===== config.mk =====
export PLATFORM = sky130hd
export DESIGN_NAME = m_of_n_detection_confirm_filter
export DESIGN_NICKNAME = d
export VERILOG_FILES = /design/src/rtl/mofn_pkg.sv /design/src/rtl/mofn_ctrl.sv /design/src/rtl/mofn_datapath.sv /design/src/rtl/m_of_n_detection_confirm_filter.sv
export SDC_FILE = /design/constraint.sdc
export NUM_CORES = 2
export LEC_CHECK = 0
export ABC_AREA = 1
export BUFFER_PORTS_ARGS = -buffer_cell sky130_fd_sc_hd__buf_2
export CORE_AREA = 4 4 366 368
export CTS_CLUSTER_SIZE = 12
export DETAILED_ROUTE_END_ITERATION = 7
export DIE_AREA = 0 0 370 372
export HOLD_SLACK_MARGIN = 0.1
export PLACE_DENSITY_LB_ADDON = 0.2
export SYNTH_ARGS = -nofsm -noshare
export SYNTH_HDL_FRONTEND = slang
export SYNTH_SLANG_ARGS = --single-unit

===== constraint.sdc =====
create_clock -name clk_i -period 8.4 [get_ports clk_i]
set_input_delay 2.1 -clock clk_i [delete_from_list [all_inputs] [get_ports clk_i]]
set_output_delay 2.1 -clock clk_i [all_outputs]
set_load 0.01 [all_outputs]

===== src/rtl/mofn_pkg.sv =====
// Package for the M-of-N detection confirm filter: word types, sizes,
// register indexes, controller states and the controller/datapath command bundles.
// Depends on nothing.
package mofn_pkg;

  localparam int unsigned WINDOW_MAX   = 16;
  localparam int unsigned SLOT_BITS    = $clog2(WINDOW_MAX);
  localparam int unsigned CNT_BITS     = SLOT_BITS + 1;
  localparam int unsigned COORD_BITS   = 24;
  localparam int unsigned EXTENT_BITS  = 23;
  localparam int unsigned CFG_BITS     = 5;
  localparam int unsigned SUM_BITS     = COORD_BITS + SLOT_BITS;
  localparam int unsigned DIV_STEPS    = SUM_BITS;
  localparam int unsigned DIV_CNT_BITS = $clog2(DIV_STEPS);

  // 0.01 m in units of 1/65536 m, truncated.
  localparam logic [EXTENT_BITS-1:0] SIZE_FLOOR = EXTENT_BITS'(655);

  // Register indexes, taken from address bit 2.
  localparam logic REG_WINDOW_LENGTH = 1'b0;
  localparam logic REG_NEEDED_COUNT  = 1'b1;

  typedef struct packed {
    logic                          detected;
    logic signed [COORD_BITS-1:0]  pos_x;
    logic signed [COORD_BITS-1:0]  pos_y;
    logic signed [COORD_BITS-1:0]  pos_z;
    logic        [EXTENT_BITS-1:0] extent_x;
    logic        [EXTENT_BITS-1:0] extent_y;
    logic        [EXTENT_BITS-1:0] extent_z;
  } in_word_t;

  typedef struct packed {
    logic                          marker_delete;
    logic signed [COORD_BITS-1:0]  mean_x;
    logic signed [COORD_BITS-1:0]  mean_y;
    logic signed [COORD_BITS-1:0]  mean_z;
    logic        [EXTENT_BITS-1:0] box_x;
    logic        [EXTENT_BITS-1:0] box_y;
    logic        [EXTENT_BITS-1:0] box_z;
  } out_word_t;

  typedef enum logic [2:0] {
    ST_IDLE,
    ST_SCAN,
    ST_DECIDE,
    ST_DIVIDE,
    ST_ADD_OUT,
    ST_DEL_OUT
  } mofn_state_e;

  typedef struct packed {
    logic in_ready;
    logic store;
    logic scan_step;
    logic div_start;
    logic div_step;
    logic load_out;
    logic out_delete;
  } mofn_cmd_t;

  typedef struct packed {
    logic item_det;
    logic scan_done;
    logic hits_ok;
    logic hits_zero;
    logic div_last;
    logic out_busy;
  } mofn_status_t;

endpackage


===== src/rtl/mofn_ctrl.sv =====
// Controller state machine of the M-of-N detection confirm filter.
// Depends on mofn_pkg; drives the datapath by mofn_cmd_t and reads mofn_status_t.
module mofn_ctrl
  import mofn_pkg::*;
(
  input  logic         clk_i,
  input  logic         rst_ni,
  input  logic         in_valid_i,
  input  mofn_status_t status_i,
  output mofn_cmd_t    cmd_o
);

  mofn_state_e state_q, state_d;

  always_ff @(posedge clk_i or negedge rst_ni) begin
    if (!rst_ni) begin
      state_q <= ST_IDLE;
    end else begin
      state_q <= state_d;
    end
  end

  always_comb begin
    state_d = state_q;
    case (state_q)
      ST_IDLE: begin
        if (in_valid_i && status_i.item_det) begin
          state_d = ST_SCAN;
        end
      end
      ST_SCAN: begin
        if (status_i.scan_done) begin
          state_d = ST_DECIDE;
        end
      end
      ST_DECIDE: begin
        if (!status_i.hits_ok) begin
          state_d = ST_DEL_OUT;
        end else if (status_i.hits_zero) begin
          state_d = ST_IDLE;
        end else begin
          state_d = ST_DIVIDE;
        end
      end
      ST_DIVIDE: begin
        if (status_i.div_last) begin
          state_d = ST_ADD_OUT;
        end
      end
      ST_ADD_OUT, ST_DEL_OUT: begin
        if (!status_i.out_busy) begin
          state_d = ST_IDLE;
        end
      end
      default: begin
        state_d = ST_IDLE;
      end
    endcase
  end

  always_comb begin
    cmd_o = '0;
    case (state_q)
      ST_IDLE: begin
        cmd_o.in_ready = 1'b1;
        cmd_o.store    = in_valid_i;
      end
      ST_SCAN: begin
        cmd_o.scan_step = !status_i.scan_done;
      end
      ST_DECIDE: begin
        cmd_o.div_start = status_i.hits_ok && !status_i.hits_zero;
      end
      ST_DIVIDE: begin
        cmd_o.div_step = 1'b1;
      end
      ST_ADD_OUT: begin
        cmd_o.load_out = !status_i.out_busy;
      end
      ST_DEL_OUT: begin
        cmd_o.load_out   = !status_i.out_busy;
        cmd_o.out_delete = 1'b1;
      end
      default: begin
        cmd_o = '0;
      end
    endcase
  end

endmodule


===== src/rtl/mofn_datapath.sv =====
// Datapath of the M-of-N detection confirm filter: frame ring, window scan,
// three-lane restoring divider and output register. Depends on mofn_pkg.
module mofn_datapath
  import mofn_pkg::*;
(
  input  logic                clk_i,
  input  logic                rst_ni,
  input  mofn_cmd_t           cmd_i,
  input  logic [CFG_BITS-1:0] window_length_i,
  input  logic [CFG_BITS-1:0] needed_count_i,
  input  in_word_t            in_word_i,
  output mofn_status_t        status_o,
  output logic                out_valid_o,
  input  logic                out_ready_i,
  output out_word_t           out_word_o
);

  logic                         hit_q [WINDOW_MAX];
  logic signed [COORD_BITS-1:0] ring_x_q [WINDOW_MAX];
  logic signed [COORD_BITS-1:0] ring_y_q [WINDOW_MAX];
  logic signed [COORD_BITS-1:0] ring_z_q [WINDOW_MAX];

  logic [SLOT_BITS-1:0]    slot_q, cur_slot_q;
  logic [CNT_BITS-1:0]     fill_q, fill_d, span_q, span_d, wl_cap, k_q, hits_q;
  logic [SLOT_BITS-1:0]    rd_idx;
  logic [EXTENT_BITS-1:0]  ext_x_q, ext_y_q, ext_z_q;
  logic [DIV_CNT_BITS-1:0] div_cnt_q;

  logic signed [SUM_BITS-1:0]   acc_q [3];
  logic        [SUM_BITS-1:0]   quo_q [3];
  logic        [SLOT_BITS-1:0]  rem_q [3];
  logic                         sgn_q [3];
  logic signed [COORD_BITS-1:0] rd_val [3];
  logic        [SLOT_BITS:0]    rem_shift [3];
  logic        [COORD_BITS-1:0] mean [3];

  logic      out_valid_q;
  out_word_t out_word_q;

  // Span of the vote: newest min(window_length, WINDOW_MAX, fill) entries.
  always_comb begin
    fill_d = (fill_q < CNT_BITS'(WINDOW_MAX)) ? fill_q + 1'b1 : fill_q;
    wl_cap = (window_length_i > CNT_BITS'(WINDOW_MAX)) ? CNT_BITS'(WINDOW_MAX)
                                                        : window_length_i;
    span_d = (wl_cap < fill_d) ? wl_cap : fill_d;
  end

  assign rd_idx    = cur_slot_q - k_q[SLOT_BITS-1:0];
  assign rd_val[0] = ring_x_q[rd_idx];
  assign rd_val[1] = ring_y_q[rd_idx];
  assign rd_val[2] = ring_z_q[rd_idx];

  always_comb begin
    for (int l = 0; l < 3; l++) begin
      rem_shift[l] = {rem_q[l], quo_q[l][SUM_BITS-1]};
      mean[l]      = sgn_q[l] ? -quo_q[l][COORD_BITS-1:0] : quo_q[l][COORD_BITS-1:0];
    end
  end

  // Hit flags reset clear, which empties the ring; coordinates need no reset.
  always_ff @(posedge clk_i or negedge rst_ni) begin
    if (!rst_ni) begin
      for (int i = 0; i < WINDOW_MAX; i++) begin
        hit_q[i] <= 1'b0;
      end
      slot_q <= '0;
      fill_q <= '0;
    end else if (cmd_i.store) begin
      hit_q[slot_q] <= in_word_i.detected;
      slot_q        <= slot_q + 1'b1;
      fill_q        <= fill_d;
    end
  end

  always_ff @(posedge clk_i) begin
    if (cmd_i.store) begin
      ring_x_q[slot_q] <= in_word_i.pos_x;
      ring_y_q[slot_q] <= in_word_i.pos_y;
      ring_z_q[slot_q] <= in_word_i.pos_z;
    end
  end

  always_ff @(posedge clk_i or negedge rst_ni) begin
    if (!rst_ni) begin
      k_q       <= '0;
      hits_q    <= '0;
      span_q    <= '0;
      div_cnt_q <= '0;
    end else begin
      if (cmd_i.store) begin
        k_q    <= '0;
        hits_q <= '0;
        span_q <= span_d;
      end else if (cmd_i.scan_step) begin
        k_q <= k_q + 1'b1;
        if (hit_q[rd_idx]) begin
          hits_q <= hits_q + 1'b1;
        end
      end
      if (cmd_i.div_start) begin
        div_cnt_q <= '0;
      end else if (cmd_i.div_step) begin
        div_cnt_q <= div_cnt_q + 1'b1;
      end
    end
  end

  always_ff @(posedge clk_i) begin
    if (cmd_i.store) begin
      cur_slot_q <= slot_q;
      ext_x_q    <= in_word_i.extent_x;
      ext_y_q    <= in_word_i.extent_y;
      ext_z_q    <= in_word_i.extent_z;
    end
    for (int l = 0; l < 3; l++) begin
      if (cmd_i.store) begin
        acc_q[l] <= '0;
      end else if (cmd_i.scan_step && hit_q[rd_idx]) begin
        acc_q[l] <= acc_q[l] + SUM_BITS'(rd_val[l]);
      end
      if (cmd_i.div_start) begin
        sgn_q[l] <= acc_q[l][SUM_BITS-1];
        quo_q[l] <= acc_q[l][SUM_BITS-1] ? -acc_q[l] : acc_q[l];
        rem_q[l] <= '0;
      end else if (cmd_i.div_step) begin
        if (rem_shift[l] >= hits_q) begin
          rem_q[l] <= SLOT_BITS'(rem_shift[l] - hits_q);
          quo_q[l] <= {quo_q[l][SUM_BITS-2:0], 1'b1};
        end else begin
          rem_q[l] <= rem_shift[l][SLOT_BITS-1:0];
          quo_q[l] <= {quo_q[l][SUM_BITS-2:0], 1'b0};
        end
      end
    end
  end

  always_ff @(posedge clk_i or negedge rst_ni) begin
    if (!rst_ni) begin
      out_valid_q <= 1'b0;
    end else if (cmd_i.load_out) begin
      out_valid_q <= 1'b1;
    end else if (out_ready_i) begin
      out_valid_q <= 1'b0;
    end
  end

  always_ff @(posedge clk_i) begin
    if (cmd_i.load_out) begin
      if (cmd_i.out_delete) begin
        out_word_q <= {1'b1, {($bits(out_word_t)-1){1'b0}}};
      end else begin
        out_word_q.marker_delete <= 1'b0;
        out_word_q.mean_x        <= mean[0];
        out_word_q.mean_y        <= mean[1];
        out_word_q.mean_z        <= mean[2];
        out_word_q.box_x         <= (ext_x_q < SIZE_FLOOR) ? SIZE_FLOOR : ext_x_q;
        out_word_q.box_y         <= (ext_y_q < SIZE_FLOOR) ? SIZE_FLOOR : ext_y_q;
        out_word_q.box_z         <= (ext_z_q < SIZE_FLOOR) ? SIZE_FLOOR : ext_z_q;
      end
    end
  end

  always_comb begin
    status_o.item_det  = in_word_i.detected;
    status_o.scan_done = (k_q == span_q);
    status_o.hits_ok   = (hits_q >= needed_count_i);
    status_o.hits_zero = (hits_q == '0);
    status_o.div_last  = (div_cnt_q == DIV_CNT_BITS'(DIV_STEPS - 1));
    status_o.out_busy  = out_valid_q && !out_ready_i;
  end

  assign out_valid_o = out_valid_q;
  assign out_word_o  = out_word_q;

endmodule


===== src/rtl/m_of_n_detection_confirm_filter.sv =====
// M-of-N detection confirm filter: a missed frame leaves it in idle. A detected frame is
// scanned one window entry per cycle; a confirmed word is loaded after the scan and the
// 28-step divider, a withdrawn word after the scan, and a frame that gives no word is back
// in idle after decide; a load waits while the output is busy. The next word is accepted in
// the cycle after the result is loaded, even while it waits. Reset (asynchronous, active low)
// clears the hit flags, sets window_length 5 and needed_count 3. Uses mofn_pkg, ctrl, datapath.
module m_of_n_detection_confirm_filter
  import mofn_pkg::*;
(
  input  logic        clk_i,
  input  logic        rst_ni,
  input  logic        psel,
  input  logic        penable,
  input  logic        pwrite,
  input  logic [2:0]  paddr,
  input  logic [31:0] pwdata,
  output logic [31:0] prdata,
  output logic        pready,
  input  logic        in_valid_i,
  output logic        in_ready_o,
  input  in_word_t    in_word_i,
  output logic        out_valid_o,
  input  logic        out_ready_i,
  output out_word_t   out_word_o
);

  logic [CFG_BITS-1:0] window_length_q, needed_count_q;
  logic                cfg_write;
  mofn_cmd_t           cmd;
  mofn_status_t        status;

  // The APB port never stalls. Address bit 2 picks the register; the two
  // low address bits are not decoded, so every address maps to a register.
  assign pready    = 1'b1;
  assign cfg_write = psel && penable && pwrite;

  always_ff @(posedge clk_i or negedge rst_ni) begin
    if (!rst_ni) begin
      window_length_q <= CFG_BITS'(5);
      needed_count_q  <= CFG_BITS'(3);
    end else if (cfg_write) begin
      if (paddr[2] == REG_WINDOW_LENGTH) begin
        window_length_q <= pwdata[CFG_BITS-1:0];
      end else begin
        needed_count_q <= pwdata[CFG_BITS-1:0];
      end
    end
  end

  // Reads return the register value, zero extended.
  always_comb begin
    prdata = '0;
    if (paddr[2] == REG_NEEDED_COUNT) begin
      prdata[CFG_BITS-1:0] = needed_count_q;
    end else begin
      prdata[CFG_BITS-1:0] = window_length_q;
    end
  end

  // The controller sequences store, scan, decide, divide and result load.
  mofn_ctrl u_ctrl (
    .clk_i      (clk_i),
    .rst_ni     (rst_ni),
    .in_valid_i (in_valid_i),
    .status_i   (status),
    .cmd_o      (cmd)
  );

  // The datapath holds the ring, the accumulators, the divider lanes and the
  // output register that parts the input side from the output side.
  mofn_datapath u_datapath (
    .clk_i           (clk_i),
    .rst_ni          (rst_ni),
    .cmd_i           (cmd),
    .window_length_i (window_length_q),
    .needed_count_i  (needed_count_q),
    .in_word_i       (in_word_i),
    .status_o        (status),
    .out_valid_o     (out_valid_o),
    .out_ready_i     (out_ready_i),
    .out_word_o      (out_word_o)
  );

  assign in_ready_o = cmd.in_ready;

endmodule

# Word-level counts from Yosys, hierarchy flattened
# Memories as Yosys holds them, arrays and structs flattened.
# Cells that the tools add are included.
# word_totals
out_inout_bits,177
elab_cells,220
memories,7
inputBits,184
reg_bits,274
ramBits,1335
# mem_list
memory,depth,width,read_ports,rd_ports_with_merged_regs,write_ports,line,rtl
u_datapath.ring_x_q,16,24,1,0,1,mofn_datapath.sv:19,logic signed [COORD_BITS-1:0] ring_x_q [WINDOW_MAX];
u_datapath.ring_y_q,16,24,1,0,1,mofn_datapath.sv:20,logic signed [COORD_BITS-1:0] ring_y_q [WINDOW_MAX];
u_datapath.ring_z_q,16,24,1,0,1,mofn_datapath.sv:21,logic signed [COORD_BITS-1:0] ring_z_q [WINDOW_MAX];
u_datapath.acc_q,3,28,3,0,3,mofn_datapath.sv:29,logic signed [SUM_BITS-1:0] acc_q [3];
u_datapath.quo_q,3,28,3,0,3,mofn_datapath.sv:30,logic [SUM_BITS-1:0] quo_q [3];
u_datapath.rem_q,3,4,3,0,3,mofn_datapath.sv:31,logic [SLOT_BITS-1:0] rem_q [3];
1 more memories,n/a,n/a,n/a,n/a,n/a,n/a,
# op_classes
n_lt_le_gt_ge,13
reduce_logical,25
mux,88
n_eq_ne,11
n_addsub,18
bitwise,18
# ops
operator,count
$mux W28,12
$mux W142,1
$add A28 B24 Y28,3
$neg A28 Y28,3
$mux W24,3
$neg A24 Y24,3
$lt A23 B10 Y1 const B,3
$mux W23,3
$mux W5,11
$mux W1,41
$mux W4,6
$add A5 B1 Y5 const B,4
$ge A5 B5 Y1,4
$bwmux W16,1
$sub A4 B4 Y4,4
$mux W3,5
$or A1 B1 Y1,15
$pmux W3 S5,1
$ge A5 B5 Y1 const B,2
$not A4 Y5,2
$reduce_bool A2 Y1,4
$reduce_or A2 Y1,4
$logic_and A1 B1 Y1,7
$eq A3 B2 Y1 const B,2
20 further kinds,29

# Depth between registers and ports, before layout
# logic_depth
ltp_word,10
ltp_mapped,28
mapped_depth_nobuf,26

# By module
# A second synthesis with hierarchy kept.
# unflattened
hier_cells,6504
area_unflattened_um2,72428.2
# modules_own_cells
mod,seq_area_each_um2,instances,cells_per_inst,area_each_um2
mofn_datapath,47695.7,1,6367,71472.3
m_of_n_detection_confirm_filter,255.2,1,93,701.9
mofn_ctrl,75.1,1,44,254.0

# Least setup slack after synthesis
# Ideal clock, no wire load.
# synth_path
path_type,input to register
from,input out_ready_i
to,"register u_datapath.out_word_q (netlist bit u_datapath.out_word_o[0]), enable pin"
setup_time_ps,649
path_slack_ps,-352
cell_stages,2
t_required_ps,7751
t_arrival_ps,8103
n_path_buf,0
cell_sequence,nor2_1 -> nor2_1
# synth_lines
item,line,rtl
"start, declared",m_of_n_detection_confirm_filter.sv:23,"input logic out_ready_i,"
"end signal, assigned",mofn_datapath.sv:150,"out_word_q <= {1'b1, {($bits(out_word_t)-1){1'b0}}};"
"end, declared",mofn_datapath.sv:38,out_word_t out_word_q;

==> impl_metrics.yaml <==
critical_path:
  regToRegSetupSlack_ns: 2.51
  worstPathMaxFanout: 58
  critPathSlowestCell: "fa_4"
  worstSetupStartpointType: "flop"
  critPathRequiredTime_ns: 8.95
  crit_chain: "ha_4, inv_1, fa_4, buf_4, buf_4, nand3_1, and3_1, o21ai_0, nand2_1, ha_1, nand2_1, nor2_1, nand2_1, nor2_1, nand2_1, nand3_1, nand2_1, nand2_1, nor2_1"
  criticalPathCategory: "flop to flop"
  worstPathArrival_ns: 6.43
  crit_top_cell: "nand2_1"
  endpoint_kind: "flop"
  slowest_delay_ns: 1.14
  path_buf_inv: 3
  cp_top_family: "adder cells"
sta:
  finalSetupTns_ns: 0
  maxSlewHeadroom: 0.242
  finClkSkew_ns: 0.0410
  fmax_ghz: 0.170
  rsz0062_at_grt: "no"
  worstMarginPinSlew_ns: 1.13
  hold_viol: 0
  min_period_ns: 5.89
  period_share: 0.701
  slew_viol_final: 0
  setup_violations: 0
drt:
  avgViaCountPerCell: 5.76
  dr.pass1.iters: 6
  wl_um: 182000
  wl_per_cell_um: 20.9
  num_vias: 50400
  drt_drc_violations_left: 0
  first_iter_violations: 5149
  ant_nets: 0
clock_tree:
  clk_latency_ns: 0.81
  clk_pin_slew_worst_paths_ns: 0.05
  cts_tree: "yes"
  h-tree-depth: 4
  postCtsSetupBuffers: 0
  cts_sinks: 1609
  cts_resized: 0
  holdBufCountCts: 0
  numCtsBuffers: 169
  cts_root_buffer: "clkbuf_16"
  cts_buffer_depth: 3
logic_synthesis:
  synth_top_area_share: 0.641
  yosysSeqAreaShare: 0.662
  syn_area_mm2: 0.0726
  ys_ff_latch: 1609
  synth_top_area_cell: "edfxtp_1"
  netlist_top_cells_area: "edfxtp_1, nand2_1, a21oi_1"
  synth_warnings: 0
  synth.avg_cell_area_um2: 11.0
  synthCells: 6628
  ys.flop_type: "edfxtp_1"
  synthArstFlopShare: 0.0367
  netlist-cell-type-count: 50
  synth_edf_count: 1550
finish:
  area_growth_pct: 11.2
  drive_gt1_frac: 0.0967
  fin_area_mm2: 0.0807
  final_nets: 7177
flow_run:
  cap_violations: 0
place:
  port_buffers: 303
  gp_congestion: 0.907
  hpwl_um: 108000
  placed_area_mm2: 0.0756
floorplan:
  start_util: 0.555
  die_area_mm2: 0.138
  fp.dieW_um: 370
  ios: 361
  die_h_um: 372
  core_area_mm2: 0.131
  placementRows: 133
global_route:
  grt_start_max_net_pins: 162
  grt_use_total: 0.261
  grt_pass1_vias: 48000
  antenna_found_initial: 33
  grt_first_pass_wirelength_um: 277000
  grt-ovfl-total: 0
min_path:
  hold_class: "flop to flop"
outcome:
  status: "complete, no violations"
[placed cells by master (no fill, tap or decap), drive strengths merged, types with 70 or more instances in the layout]
cell type / count
a21oi: 624
xor2: 76
and3: 70
inv: 482
nand3: 405
edfxtp: 1550
nand2: 1647
clkbuf: 217
ha: 123
a221oi: 204
buf: 370
o21ai: 361
nor2: 473
[Yosys cell counts, types with 5 or more instances]
library cell / n
nand2_1: 1628
nor4_1: 5
or2_2: 8
inv_1: 466
and2_1: 8
dfrtp_1: 55
a21oi_1: 624
nand4_1: 49
nand3_1: 405
nor2_1: 452
a31oi_1: 6
o21ai_0: 353
a21o_1: 8
clkbuf_1: 79
o21a_1: 8
nor2_2: 17
xnor2_1: 18
o21bai_1: 14
fa_1: 7
inv_2: 11
nand2_2: 16
buf_4: 32
nand3b_1: 17
xor2_1: 76
buf_2: 210
nor3_1: 48
o211ai_1: 9
buf_6: 6
edfxtp_1: 1550
ha_1: 123
o21ai_1: 8
a221oi_1: 204
and3_1: 70
[kinds of logic after synthesis]
group,count (synthesis),synth area share
AOI/OAI and AO/OA,1243,0.0981
xor gates and xnor gates,94,0.0113
adders and majority gates,130,0.0231
buffers and inverters,812,0.0479
DFF,1609,0.662
other,2,0.000103
and+or+nand+nor,2738,0.158
[sequential cells by signal (all words and copies together), names as in the netlist, 16 cells and up]
signal                 flops
u_datapath.hit_q          16
u_datapath.ext_y_q        23
u_datapath.ext_z_q        23
u_datapath.quo_q          84
u_datapath.ring_x_q      384
u_datapath.ext_x_q        23
u_datapath.ring_z_q      384
u_datapath.out_word_o    142
u_datapath.ring_y_q      384
u_datapath.acc_q          84
[tightest hold or removal path: cells and delay by family, from the launching register on]
family	cells	cell delay, ns
AND/OR/NAND/NOR	1	0.05
flip-flops	1	0.34
AO/OA/AOI/OAI	1	0.06
[final cells by class]
type,instances,area (µm²)
sequential,1609,48000
inverter,480,1820
multi-input combinational,4233,21400
timing repair buffer,370,2160
clock inverter,63,643
fill,10300,50100
tap,1755,2200
clock buffer,217,4490
antenna,18,45.0
[worst paths after layout]
path,startpoint,to,cells after the start
worst max-delay path,u_datapath.k_q[0],u_datapath.acc_q[1][24],19
worst min register to register,u_datapath.fill_q[3],u_datapath.fill_q[3],2
worst min-delay path,u_datapath.fill_q[3],u_datapath.fill_q[3],2
max in group asynchronous,rst_ni,u_datapath.div_cnt_q[0],2
worst max register to register,u_datapath.k_q[0],u_datapath.acc_q[1][24],19
min in group asynchronous,rst_ni,u_datapath.slot_q[3],2
[per-stage QoR]
step / utilization / hold slack, ns / std cells / setup WS [ns]
after global placement: 0.578 / 0.468 / 8447 / 2.57
after global routing: 0.617 / 0.534 / 8732 / 2.17
after detailed placement: 0.578 / 0.479 / 8447 / 2.57
after CTS: 0.617 / 0.491 / 8727 / 2.55
final: 0.617 / 0.490 / 8745 / 2.51
after floorplan: - / 0.453 / 6654 / 2.13
[per-layer routing]
metal	track usage	vias to the layer above	share of wire
li1	-	23900	-
met1	0.361	24200	0.42
met2	0.421	1968	0.47
met3	0.0540	323	0.086
met4	0.0799	14	0.024
met5	0	-	0.00058
Power is left out: the tool's default activity adds up to more than one toggle a clock period on the data nets, which glitch-free logic cannot reach.
